`config.mk`:
```
export PLATFORM = sky130hd
export DESIGN_NAME = priority_periodic_task_dispatcher_top_flat
export DESIGN_NICKNAME = d
export VERILOG_FILES = /design/src/ppd_pkg.sv /design/src/ppd_in_if.sv /design/src/ppd_out_if.sv /design/src/priority_periodic_task_dispatcher_top.sv /design/src/ppd_ctrl.sv /design/src/ppd_datapath.sv /design/src/flat_wrapper.sv
export SDC_FILE = /design/constraint.sdc
export NUM_CORES = 1
export LEC_CHECK = 0
export ABC_AREA = 1
export ABC_CLOCK_PERIOD_IN_PS = 57400
export BUFFER_PORTS_ARGS = -buffer_cell sky130_fd_sc_hd__clkbuf_2
export CAP_MARGIN = 20
export CORE_UTILIZATION = 35
export DETAILED_ROUTE_END_ITERATION = 8
export SYNTH_ARGS = -nofsm -noshare
export SYNTH_HDL_FRONTEND = slang
export SYNTH_HIERARCHICAL = 1
export SYNTH_SLANG_ARGS = --single-unit
```
`constraint.sdc`:
```
create_clock -name clk -period 57.4 [get_ports clk]
set_input_delay 8.61 -clock clk [delete_from_list [all_inputs] [get_ports clk]]
set_output_delay 8.61 -clock clk [all_outputs]
set_load 0.005 [all_outputs]
```
`src/ppd_pkg.sv`:
```
// ----------------------------------------------------------------------------
// ppd_pkg
// Shared types and constants for the priority periodic task dispatcher.
// ----------------------------------------------------------------------------
package ppd_pkg;

    localparam int TASK_W = 8;
    localparam int TIME_W = 32;
    localparam int PRIO_W = 8;
    localparam int FUNC_W = 2;
    localparam int KIND_W = 3;

    typedef enum logic [FUNC_W-1:0] {
        FUNC_CLEAR = 2'd0,
        FUNC_ADD   = 2'd1,
        FUNC_RUN   = 2'd2
    } ppd_func_t;

    typedef enum logic [KIND_W-1:0] {
        KIND_ADDED      = 3'd0,
        KIND_FULL       = 3'd1,
        KIND_DISPATCHED = 3'd2,
        KIND_NONE_DUE   = 3'd3,
        KIND_CLEARED    = 3'd4
    } ppd_kind_t;

    typedef enum logic [1:0] {
        ST_IDLE,
        ST_ADD,
        ST_RUN,
        ST_DONE
    } ppd_state_t;

    typedef struct packed {
        logic [TASK_W-1:0] task_id;
        logic [TIME_W-1:0] period;
        logic [PRIO_W-1:0] prio;
        logic [TIME_W-1:0] last_run;
    } ppd_slot_t;

    typedef struct packed {
        ppd_func_t         func;
        logic [TASK_W-1:0] task_id;
        logic [TIME_W-1:0] period;
        logic [PRIO_W-1:0] prio;
        logic [TIME_W-1:0] now;
    } ppd_item_t;

    typedef struct packed {
        logic load;
        logic add_step;
        logic add_commit;
        logic run_step;
        logic finish_push;
    } ppd_cmd_t;

    typedef struct packed {
        logic full;
        logic head_due;
        logic pend_valid;
        logic can_push;
    } ppd_sts_t;

endpackage

```
`src/ppd_in_if.sv`:
```
// ----------------------------------------------------------------------------
// ppd_in_if
// Request channel: operation code and task / time fields.
// ----------------------------------------------------------------------------
interface ppd_in_if;
    logic                          valid;
    logic                          ready;
    logic [ppd_pkg::FUNC_W-1:0]    func;
    logic [ppd_pkg::TASK_W-1:0]    task_id;
    logic [ppd_pkg::TIME_W-1:0]    period;
    logic [ppd_pkg::PRIO_W-1:0]    priority_req;
    logic [ppd_pkg::TIME_W-1:0]    now;

    modport source (output valid, func, task_id, period, priority_req, now, input ready);
    modport sink   (input valid, func, task_id, period, priority_req, now, output ready);
endinterface

```
`src/ppd_out_if.sv`:
```
// ----------------------------------------------------------------------------
// ppd_out_if
// Result channel: result kind, dispatched task id and last marker.
// ----------------------------------------------------------------------------
interface ppd_out_if;
    logic                          valid;
    logic                          ready;
    logic [ppd_pkg::KIND_W-1:0]    kind;
    logic [ppd_pkg::TASK_W-1:0]    dispatched_id;
    logic                          last;

    modport source (output valid, kind, dispatched_id, last, input ready);
    modport sink   (input valid, kind, dispatched_id, last, output ready);
endinterface

```
`src/priority_periodic_task_dispatcher_top.sv`:
```
// ----------------------------------------------------------------------------
// priority_periodic_task_dispatcher_top
// Periodic task table kept in priority order; dispatches due tasks on run.
//
//   channel  dir  fields                                       results/item
//   in_ch    in   func, task_id, period, priority_req, now     -
//   out_ch   out  kind, dispatched_id, last                    0 .. TASK_SLOTS
//
// Clear and a rejected add: no table pass, straight to the final result.
// Add and run: TASK_SLOTS ring steps, one slot a cycle unless a run stalls.
// Unused operation code: taken, no result.
// A run stalls while a due task waits and the result register is still full.
// Reset empties the table at once; no clearing pass.
// ----------------------------------------------------------------------------
module priority_periodic_task_dispatcher_top #(
    parameter int TASK_SLOTS = 8
) (
    input  logic        clk,
    input  logic        rst_n,
    ppd_in_if.sink      in_ch,
    ppd_out_if.source   out_ch
);

    ppd_pkg::ppd_item_t  item;
    ppd_pkg::ppd_cmd_t   cmd;
    ppd_pkg::ppd_sts_t   sts;
    ppd_pkg::ppd_kind_t  out_kind;

    assign item.func    = ppd_pkg::ppd_func_t'(in_ch.func);
    assign item.task_id = in_ch.task_id;
    assign item.period  = in_ch.period;
    assign item.prio    = in_ch.priority_req;
    assign item.now     = in_ch.now;

    ppd_ctrl #(
        .TASK_SLOTS (TASK_SLOTS)
    ) u_ctrl (
        .clk      (clk),
        .rst_n    (rst_n),
        .in_valid (in_ch.valid),
        .in_func  (item.func),
        .in_ready (in_ch.ready),
        .sts      (sts),
        .cmd      (cmd)
    );

    ppd_datapath #(
        .TASK_SLOTS (TASK_SLOTS)
    ) u_datapath (
        .clk       (clk),
        .rst_n     (rst_n),
        .item      (item),
        .cmd       (cmd),
        .out_ready (out_ch.ready),
        .sts       (sts),
        .out_valid (out_ch.valid),
        .out_kind  (out_kind),
        .out_id    (out_ch.dispatched_id),
        .out_last  (out_ch.last)
    );

    assign out_ch.kind = out_kind;

    a_busy_after_request: assert property (@(posedge clk) disable iff (!rst_n)
        (in_ch.valid && in_ch.ready &&
         (item.func == ppd_pkg::FUNC_CLEAR || item.func == ppd_pkg::FUNC_ADD ||
          item.func == ppd_pkg::FUNC_RUN)) |=> !in_ch.ready)
        else $error("request taken while previous one still in work");

    a_finish_is_last: assert property (@(posedge clk) disable iff (!rst_n)
        cmd.finish_push |=> (out_ch.valid && out_ch.last))
        else $error("final result not presented with last set");

    a_single_result_kinds: assert property (@(posedge clk) disable iff (!rst_n)
        (out_ch.valid && out_kind != ppd_pkg::KIND_DISPATCHED) |->
        (out_ch.last && out_ch.dispatched_id == '0))
        else $error("non-dispatch result without last or with nonzero id");

    a_no_accept_in_pass: assert property (@(posedge clk) disable iff (!rst_n)
        (cmd.add_step || cmd.run_step) |-> !in_ch.ready)
        else $error("input ready during table pass");

endmodule

```
`src/ppd_ctrl.sv`:
```
// ----------------------------------------------------------------------------
// ppd_ctrl
// Sequencer: accepts a request, runs one table pass of TASK_SLOTS steps for
// add (when the table has room) and run, then hands off the final result.
// ----------------------------------------------------------------------------
module ppd_ctrl #(
    parameter int TASK_SLOTS = 8
) (
    input  logic                clk,
    input  logic                rst_n,
    input  logic                in_valid,
    input  ppd_pkg::ppd_func_t  in_func,
    output logic                in_ready,
    input  ppd_pkg::ppd_sts_t   sts,
    output ppd_pkg::ppd_cmd_t   cmd
);

    localparam int STEP_W = $clog2(TASK_SLOTS + 1);

    ppd_pkg::ppd_state_t state_reg, state_next;
    logic [STEP_W-1:0]   step_reg, step_next;
    logic                last_step;

    assign last_step = (step_reg == '0);

    always_ff @(posedge clk or negedge rst_n)
    begin
        if (!rst_n)
        begin
            state_reg <= ppd_pkg::ST_IDLE;
            step_reg  <= '0;
        end
        else
        begin
            state_reg <= state_next;
            step_reg  <= step_next;
        end
    end

    always_comb
    begin
        state_next = state_reg;
        unique case (state_reg)
            ppd_pkg::ST_IDLE:
            begin
                if (in_valid)
                begin
                    unique case (in_func)
                        ppd_pkg::FUNC_CLEAR: state_next = ppd_pkg::ST_DONE;
                        ppd_pkg::FUNC_ADD:   state_next = sts.full ? ppd_pkg::ST_DONE
                                                                   : ppd_pkg::ST_ADD;
                        ppd_pkg::FUNC_RUN:   state_next = ppd_pkg::ST_RUN;
                        default:             state_next = ppd_pkg::ST_IDLE;
                    endcase
                end
            end
            ppd_pkg::ST_ADD:
            begin
                if (last_step)
                    state_next = ppd_pkg::ST_DONE;
            end
            ppd_pkg::ST_RUN:
            begin
                if (cmd.run_step && last_step)
                    state_next = ppd_pkg::ST_DONE;
            end
            ppd_pkg::ST_DONE:
            begin
                if (sts.can_push)
                    state_next = ppd_pkg::ST_IDLE;
            end
            default: state_next = ppd_pkg::ST_IDLE;
        endcase
    end

    always_comb
    begin
        in_ready  = 1'b0;
        cmd       = '0;
        step_next = step_reg;
        unique case (state_reg)
            ppd_pkg::ST_IDLE:
            begin
                in_ready  = 1'b1;
                cmd.load  = in_valid;
                step_next = STEP_W'(TASK_SLOTS - 1);
            end
            ppd_pkg::ST_ADD:
            begin
                cmd.add_step   = 1'b1;
                cmd.add_commit = last_step;
                step_next      = step_reg - 1'b1;
            end
            ppd_pkg::ST_RUN:
            begin
                // hold the ring while a due task waits behind a full output
                cmd.run_step = !(sts.head_due && sts.pend_valid && !sts.can_push);
                if (cmd.run_step)
                    step_next = step_reg - 1'b1;
            end
            ppd_pkg::ST_DONE:
            begin
                cmd.finish_push = sts.can_push;
            end
            default: ;
        endcase
    end

endmodule

```
`src/ppd_datapath.sv`:
```
// ----------------------------------------------------------------------------
// ppd_datapath
// Task table as a rotating ring of slots, insert carry, due check on the
// head slot, pending dispatch holder and result register.
// ----------------------------------------------------------------------------
module ppd_datapath #(
    parameter int TASK_SLOTS = 8
) (
    input  logic                               clk,
    input  logic                               rst_n,
    input  ppd_pkg::ppd_item_t                 item,
    input  ppd_pkg::ppd_cmd_t                  cmd,
    input  logic                               out_ready,
    output ppd_pkg::ppd_sts_t                  sts,
    output logic                               out_valid,
    output ppd_pkg::ppd_kind_t                 out_kind,
    output logic [ppd_pkg::TASK_W-1:0]         out_id,
    output logic                               out_last
);

    localparam int CNT_W = $clog2(TASK_SLOTS + 1);

    // table ring: slot 0 is the head, slot TASK_SLOTS-1 takes the tail
    logic [TASK_SLOTS-1:0]         valid_reg;
    ppd_pkg::ppd_slot_t            slot_reg [TASK_SLOTS];
    ppd_pkg::ppd_slot_t            carry_reg;
    logic                          carry_valid_reg;
    logic                          placed_reg;
    logic [CNT_W-1:0]              count_reg;

    logic [ppd_pkg::TASK_W-1:0]    id_reg;
    logic [ppd_pkg::TIME_W-1:0]    period_reg;
    logic [ppd_pkg::PRIO_W-1:0]    prio_reg;
    logic [ppd_pkg::TIME_W-1:0]    now_reg;

    logic                          pend_valid_reg;
    logic [ppd_pkg::TASK_W-1:0]    pend_id_reg;
    ppd_pkg::ppd_kind_t            fin_kind_reg;

    logic                          out_valid_reg;
    ppd_pkg::ppd_kind_t            out_kind_reg;
    logic [ppd_pkg::TASK_W-1:0]    out_id_reg;
    logic                          out_last_reg;

    ppd_pkg::ppd_slot_t            head;
    ppd_pkg::ppd_slot_t            new_slot;
    ppd_pkg::ppd_slot_t            tail_slot;
    logic                          head_valid;
    logic                          tail_valid;
    logic [ppd_pkg::TIME_W-1:0]    elapsed;
    logic                          head_due;
    logic                          place;
    logic                          shift;
    logic                          clear_now;
    logic                          full;
    logic                          can_push;
    logic                          push_mid;

    assign head       = slot_reg[0];
    assign head_valid = valid_reg[0];
    assign elapsed    = now_reg - head.last_run;
    assign head_due   = head_valid && (elapsed >= head.period);
    assign place      = !placed_reg && (!head_valid || (head.prio < prio_reg));
    assign shift      = cmd.add_step || cmd.run_step;
    assign clear_now  = cmd.load && (item.func == ppd_pkg::FUNC_CLEAR);
    assign full       = (count_reg == CNT_W'(TASK_SLOTS));
    assign can_push   = !out_valid_reg || out_ready;
    assign push_mid   = cmd.run_step && head_due && pend_valid_reg;

    assign new_slot.task_id  = id_reg;
    assign new_slot.period   = period_reg;
    assign new_slot.prio     = prio_reg;
    assign new_slot.last_run = '0;

    always_comb
    begin
        tail_slot  = head;
        tail_valid = head_valid;
        if (cmd.add_step)
        begin
            if (place)
            begin
                tail_slot  = new_slot;
                tail_valid = 1'b1;
            end
            else if (placed_reg)
            begin
                tail_slot  = carry_reg;
                tail_valid = carry_valid_reg;
            end
        end
        if (cmd.run_step && head_due)
            tail_slot.last_run = now_reg;
    end

    always_ff @(posedge clk or negedge rst_n)
    begin
        if (!rst_n)
        begin
            valid_reg       <= '0;
            carry_valid_reg <= 1'b0;
            placed_reg      <= 1'b0;
            count_reg       <= '0;
            pend_valid_reg  <= 1'b0;
            fin_kind_reg    <= ppd_pkg::KIND_NONE_DUE;
            out_valid_reg   <= 1'b0;
        end
        else
        begin
            if (clear_now)
                valid_reg <= '0;
            else if (shift)
            begin
                for (int i = 0; i < TASK_SLOTS - 1; i++)
                    valid_reg[i] <= valid_reg[i+1];
                valid_reg[TASK_SLOTS-1] <= tail_valid;
            end

            if (cmd.load)
            begin
                carry_valid_reg <= 1'b0;
                placed_reg      <= 1'b0;
            end
            else if (cmd.add_step && (place || placed_reg))
            begin
                carry_valid_reg <= head_valid;
                placed_reg      <= 1'b1;
            end

            if (clear_now)
                count_reg <= '0;
            else if (cmd.add_commit)
                count_reg <= count_reg + 1'b1;

            if (cmd.load)
            begin
                case (item.func)
                    ppd_pkg::FUNC_CLEAR: fin_kind_reg <= ppd_pkg::KIND_CLEARED;
                    ppd_pkg::FUNC_ADD:   fin_kind_reg <= full ? ppd_pkg::KIND_FULL
                                                              : ppd_pkg::KIND_ADDED;
                    default:             fin_kind_reg <= ppd_pkg::KIND_NONE_DUE;
                endcase
            end

            if (cmd.load || cmd.finish_push)
                pend_valid_reg <= 1'b0;
            else if (cmd.run_step && head_due)
                pend_valid_reg <= 1'b1;

            if (push_mid || cmd.finish_push)
                out_valid_reg <= 1'b1;
            else if (out_ready)
                out_valid_reg <= 1'b0;
        end
    end

    always_ff @(posedge clk)
    begin
        if (shift)
        begin
            for (int i = 0; i < TASK_SLOTS - 1; i++)
                slot_reg[i] <= slot_reg[i+1];
            slot_reg[TASK_SLOTS-1] <= tail_slot;
        end

        if (cmd.add_step && (place || placed_reg))
            carry_reg <= head;

        if (cmd.load)
        begin
            id_reg     <= item.task_id;
            period_reg <= item.period;
            prio_reg   <= item.prio;
            now_reg    <= item.now;
        end

        if (cmd.run_step && head_due)
            pend_id_reg <= head.task_id;

        if (push_mid)
        begin
            out_kind_reg <= ppd_pkg::KIND_DISPATCHED;
            out_id_reg   <= pend_id_reg;
            out_last_reg <= 1'b0;
        end
        else if (cmd.finish_push)
        begin
            out_kind_reg <= pend_valid_reg ? ppd_pkg::KIND_DISPATCHED : fin_kind_reg;
            out_id_reg   <= pend_valid_reg ? pend_id_reg : '0;
            out_last_reg <= 1'b1;
        end
    end

    assign sts.full       = full;
    assign sts.head_due   = head_due;
    assign sts.pend_valid = pend_valid_reg;
    assign sts.can_push   = can_push;

    assign out_valid = out_valid_reg;
    assign out_kind  = out_kind_reg;
    assign out_id    = out_id_reg;
    assign out_last  = out_last_reg;

endmodule

```
`src/flat_wrapper.sv`:
```
// flat-port wrapper written by rule: the top's interface ports become plain ports
module priority_periodic_task_dispatcher_top_flat 
#(
    parameter int TASK_SLOTS = 8
)
  (clk, rst_n, in_ch_valid, in_ch_func, in_ch_task_id, in_ch_period, in_ch_priority_req, in_ch_now, in_ch_ready, out_ch_valid, out_ch_kind, out_ch_dispatched_id, out_ch_last, out_ch_ready);
  ppd_in_if in_ch_i ();
  ppd_out_if out_ch_i ();
  input  logic clk;
  input  logic rst_n;
  input wire logic [$bits(in_ch_i.valid)-1:0] in_ch_valid;
  input wire logic [$bits(in_ch_i.func)-1:0] in_ch_func;
  input wire logic [$bits(in_ch_i.task_id)-1:0] in_ch_task_id;
  input wire logic [$bits(in_ch_i.period)-1:0] in_ch_period;
  input wire logic [$bits(in_ch_i.priority_req)-1:0] in_ch_priority_req;
  input wire logic [$bits(in_ch_i.now)-1:0] in_ch_now;
  output wire logic [$bits(in_ch_i.ready)-1:0] in_ch_ready;
  output wire logic [$bits(out_ch_i.valid)-1:0] out_ch_valid;
  output wire logic [$bits(out_ch_i.kind)-1:0] out_ch_kind;
  output wire logic [$bits(out_ch_i.dispatched_id)-1:0] out_ch_dispatched_id;
  output wire logic [$bits(out_ch_i.last)-1:0] out_ch_last;
  input wire logic [$bits(out_ch_i.ready)-1:0] out_ch_ready;
  assign in_ch_i.valid = in_ch_valid;
  assign in_ch_i.func = in_ch_func;
  assign in_ch_i.task_id = in_ch_task_id;
  assign in_ch_i.period = in_ch_period;
  assign in_ch_i.priority_req = in_ch_priority_req;
  assign in_ch_i.now = in_ch_now;
  assign in_ch_ready = in_ch_i.ready;
  assign out_ch_valid = out_ch_i.valid;
  assign out_ch_kind = out_ch_i.kind;
  assign out_ch_dispatched_id = out_ch_i.dispatched_id;
  assign out_ch_last = out_ch_i.last;
  assign out_ch_i.ready = out_ch_ready;
  priority_periodic_task_dispatcher_top #(.TASK_SLOTS(TASK_SLOTS)) u_core (.clk(clk), .rst_n(rst_n), .in_ch(in_ch_i), .out_ch(out_ch_i));
endmodule
```
**After elaboration in Yosys (flattened, before gate mapping)**

Memories as Yosys holds them, arrays and structs flattened.
Index checks and enable logic that the tools add are counted.

- Bits in registers: 205
- Bits in latches: 0
- Bits in writable memories: 640
- ROM bits: 0
- Bits of input ports: 86
- Output and inout bits: 14
- Logic and storage cells: 111
- Memories: 1

- Add/subtract/negate cells: 3
- Multipliers: 0
- Div/mod/pow operators: 0
- Order comparisons: 2
- Eq/ne operators: 11
- Shift-type cells: 0
- Multiplexer cells: 41
- Bitwise logic cells: 0
- Reduce and logical (&&, ||, !) cells: 32

Memory list:

| name | words | bits a word | rd ports | clocked after Yosys merged registers in | wr ports | line | text |
|---|---|---|---|---|---|---|---|
| u_core.u_datapath.slot_reg | 8 | 80 | 8 | 0 | 8 | ppd_datapath.sv:25 | `ppd_pkg::ppd_slot_t slot_reg [TASK_SLOTS];` |

Operator list:

| cell | number |
|---|---|
| $mux 80 | 3 |
| $mux 8 | 5 |
| $ge 32x32->1 | 1 |
| $mux 32 | 1 |
| $sub 32x32->32 | 1 |
| $mux 1 | 18 |
| $mux 2 | 6 |
| $mux 4 | 3 |
| $pmux 4 s3 | 1 |
| $reduce_bool 2->1 | 6 |
| $ne 2x2->1 const B | 5 |
| $logic_and 1x1->1 | 9 |
| $lt 8x8->1 | 1 |
| $pmux 2 s4 | 1 |
| $eq 2x2->1 const B | 3 |
| $logic_or 1x1->1 | 6 |
| $pmux 2 s3 | 1 |
| $pmux 3 s2 | 1 |
| $logic_not 1->1 | 5 |
| $add 4x1->4 const B | 1 |
| $eq 2x1->1 const B | 2 |
| $eq 4x4->1 const B | 1 |
| $logic_not 2->1 | 2 |
| $logic_not 4->1 | 1 |
| 5 further kinds | 5 |

**Longest topological paths before layout**

An unclocked memory read counts as a cell.

- Depth in word-level cells: 12
- Gate-level depth with buffers: 32
- Depth with buffers taken out: 29

**By module**

Netlist, hierarchy kept.

Modules (own cells, without submodules):

| module | instances | cells each | area an instance (µm²) | seq. area each (µm²) |
|---|---|---|---|---|
| ppd_datapath | 1 | 1944 | 30668.2 | 25061.5 |
| ppd_ctrl | 1 | 73 | 511.7 | 150.1 |

**Worst setup path after synthesis**

Ideal clock, no wire load.

- Path kind: input to register
- Start: in out_ch_ready
- End: reg u_core.u_datapath.valid_reg[4]
- Data arrival time: 23715 ps
- Required time: 57174 ps
- Slack: 33459 ps
- Cell stages on the path: 10
- Buffers on the path: 2
- Cells stage by stage: inv_1 -> nand2_1 -> buf_4 -> inv_2 -> a31oi_1 -> clkbuf_1 -> nor2_1 -> inv_1 -> nand2_1 -> o22ai_1

RTL lines:

| item | line | text |
|---|---|---|
| from (decl) | flat_wrapper.sv:22 | `input wire logic [$bits(out_ch_i.ready)-1:0] out_ch_ready;` |
| to (signal, indexed assignment) | ppd_datapath.sv:115 | `valid_reg[i] <= valid_reg[i+1];` |
| to (signal, indexed assignment) | ppd_datapath.sv:116 | `valid_reg[TASK_SLOTS-1] <= tail_valid;` |
| to (decl) | ppd_datapath.sv:24 | `logic [TASK_SLOTS-1:0] valid_reg;` |

==> impl_metrics.toml <==
[floorplan]
die_x_microns = 300
die_h_microns = 300
initial_core_util_pct = 35.3
die_area_sq_um = 90300
io_pins = 100
core_sq_um = 88400
rows = 109

[logic_synthesis]
async_flop_share_pct = 2.96
seq_area_frac_synth_pct = 80.9
ys_warn_count = 6
syn_inst = 2017
yosys_most_used_dff = "edfxtp_1"
ys_ff_latch = 845
syn_avg_cell_area_sq_um = 15.5
synth_edf_count = 816
synth_fp_nets = 2182
syn_area_sq_um = 31200
synth.distinct_cells = 49

[timing]
slew_viol_final = 0
finalHoldViolCount = 0
rsz0062_at_grt = "no"
min_period_over_period_pct = 22.6
slew_headroom_pct = 31.4
fin_hold_ws_ns = 0.403
tns_ns = 0
timing.fmax_mhz = 77.0
setup_viol = 0
tightest_slew_ns = 1.03
skew_ns = 0.0278
setup_ws_ns = 44.41
fin_crit_ns = 12.99

[setup_path]
slowest_stage = "buf_4"
cp_cell_sequence = "clkbuf_2 > inv_1 > nand2_1 > inv_2 > a31oi_4 > buf_4 > nor2_1 > inv_8 > buf_4 > buf_12 > buf_4"
r2r_start = "u_core/u_datapath/now_reg[0]"
arrival_ns = 13.24
reg2reg_to = "u_core/u_datapath/slot_reg[0][135]"
r2r_slack_ns = 48.83
reg2regPathDepth = 30
cp_max_fo = 204
crit_top_cell = "buf_4"
cp_top_family = "buffers and inverters"
crit_type = "input pin to flop"
path_buf_inv = 8
cpPeakStageDelay_ns = 0.93
cp.required_ns = 57.65
endpoint_kind = "flop"
start_kind = "input pin"

[power_and_ir_drop]
max-vdd-ir-drop_v = 0.0000615
powerDensity_nw_per_um2 = 67.5
internal-power_w = 0.00162
p_switching_w = 0.000796
sequentialPowerShare_pct = 52.1
p_leak_nw = 13.4
comb_power_share_pct = 25.0
p_total_w = 0.00242
p_sw_share_pct = 32.9
clockPowerShare_pct = 22.9

[placement]
port_buffers = 99
dp_slack_ns = 43.66
dp_hpwl_microns = 37600
place.gp.congestion = 0.844

[cts]
post_cts_resized = 0
postCtsHoldBufs = 0
clockBufferDepth = 3
insertion_delay_ns = 0.65
cts_setup_buffers = 0
htree_levels = 3
clkTransAtPathRegs_ns = 0.06
root_buffer = "clkbuf_16"
cts_sinks = 845
cts_tree = "built"
cts_buffers = 86

[grt]
grt_pass1_wl_microns = 93300
grt_pass1_vias = 15789
antenna_found_initial = 1
overflow = 0
grt_use_total_pct = 13.6
grt_max_degree = 205

[route]
dr.first_iter.drc_count = 1531
routedWlPerCell_microns = 18.0
vias_per_cell = 4.71
vias = 16029
first_pass_iters = 5
drc = 0
wirelength_microns = 61100
antenna_left = 0

[final_layout]
diodes = 0
syn2layout_area_growth_pct = 15.0
finalNetCount = 2333
largest_register_ffs = 640
fill_cells = 8028
drive_above_1_share_pct = 12.3

[run_status]
run_status = "finished, final reports clean"

[hold_path]
hp-class = "flop to flop"
whs_path_depth = 0
hold_start = "u_core/u_datapath/slot_reg[1][87]"
hold_end = "u_core/u_datapath/slot_reg[1][7]"

[flow_run]
max-cap-violations = 0
[worst max path at each step]
stage / from / to / cells after the start
final: out_ch_ready / u_core/u_datapath/slot_reg[0][135] / 11
after detailed placement: out_ch_ready / u_core/u_datapath/slot_reg[0][211] / 11
after global routing: out_ch_ready / u_core/u_datapath/slot_reg[0][135] / 11
after CTS: out_ch_ready / u_core/u_datapath/slot_reg[0][135] / 11
after floorplan: out_ch_ready / u_core/u_datapath/valid_reg[4] / 10
after global placement: out_ch_ready / u_core/u_datapath/slot_reg[0][131] / 11
[power groups by stage]
stage / Sequential, W / Combinational [W] / Clock (W)
floorplan: 0.00137 / 0.000433 / 0
CTS: 0.00126 / 0.000614 / 0.000572
global placement: 0.00125 / 0.000593 / 0
global route: 0.00129 / 0.000683 / 0.000592
finish: 0.00126 / 0.000605 / 0.000555
detailed placement: 0.00126 / 0.000612 / 0
[Yosys cell counts, drive strengths merged (2+ instances only)]
library cell	number	area share, %
dfrtp	23	1.8
o211ai	4	0.096
a21boi	2	0.060
ha	78	3.1
inv	164	2.0
a21o	2	0.048
buf	28	0.60
dfstp	2	0.17
a21oi	65	1.1
dfxtp	4	0.26
xor2	19	0.53
nor4	2	0.040
o21a	5	0.12
edfxtp	816	79
clkbuf	23	0.28
o21ai	70	1.2
or2	3	0.060
o22ai	14	0.28
nand2	443	5.4
nand3	101	1.7
a31oi	5	0.10
a22oi	2	0.048
nor3	10	0.18
xnor2	6	0.17
nand4	43	0.91
nor2	76	0.92
[metal layers]
metal	vias up	track usage (%)	wire length (microns)	share of wire (%)
met5	-	0	0	0
met2	463	20.9	28100	46
met1	7932	19.5	28100	46
li1	7558	-	-	-
met3	76	2.76	3710	6.1
met4	0	3.90	1170	1.9
[logic make-up after synthesis]
| logic type | after synthesis | share of synthesized area [%] |
|---|---|---|
| flip-flops | 845 | 80.9 |
| XOR/XNOR | 25 | 0.702 |
| buffers and inverters | 215 | 2.85 |
| AO/OA/AOI/OAI | 172 | 3.12 |
| adder cells (fa/ha/maj) | 79 | 3.19 |
| AND/OR/NAND/NOR | 681 | 9.27 |
[metrics by stage]
stage	instances	util (%)	instance area, sq um
finish	3402	40.6	35800
global route	3402	40.6	35800
CTS	3401	40.5	35800
detailed placement	3244	37.4	33000
global placement	3244	37.4	33000
floorplan	2017	-	31200
[worst reg2reg max path, delay by kind of cell, from the launching register on]
family | cells | cell delay, ns
buf+inv | 8 | 4.19
simple gates | 15 | 1.91
fa+ha+maj | 3 | 0.89
compound gates | 4 | 0.66
flops | 1 | 0.50
[area by class of cell]
cell class / instances / area, sq um / area share, %
Clock inverter: 52 / 557 / 1.55
Sequential cell: 845 / 25200 / 70.3
Clock buffer: 105 / 2260 / 6.32
Inverter: 164 / 627 / 1.75
Tap cell: 1165 / 1460 / 4.07
Timing Repair Buffer: 114 / 628 / 1.75
Multi-Input combinational cell: 957 / 5100 / 14.2
[cells in the final DEF (no fill, tap or decap), types with 19 or more instances in the layout]
cell / instances
inv_1: 158
o21ai_0: 61
clkbuf_2: 99
a21oi_1: 63
clkbuf_16: 87
edfxtp_1: 816
xor2_1: 19
nor2_1: 75
dfrtp_1: 23
nand3_1: 99
ha_1: 77
nand4_1: 42
nand2_1: 435
(Power assumes the default switching activity.)
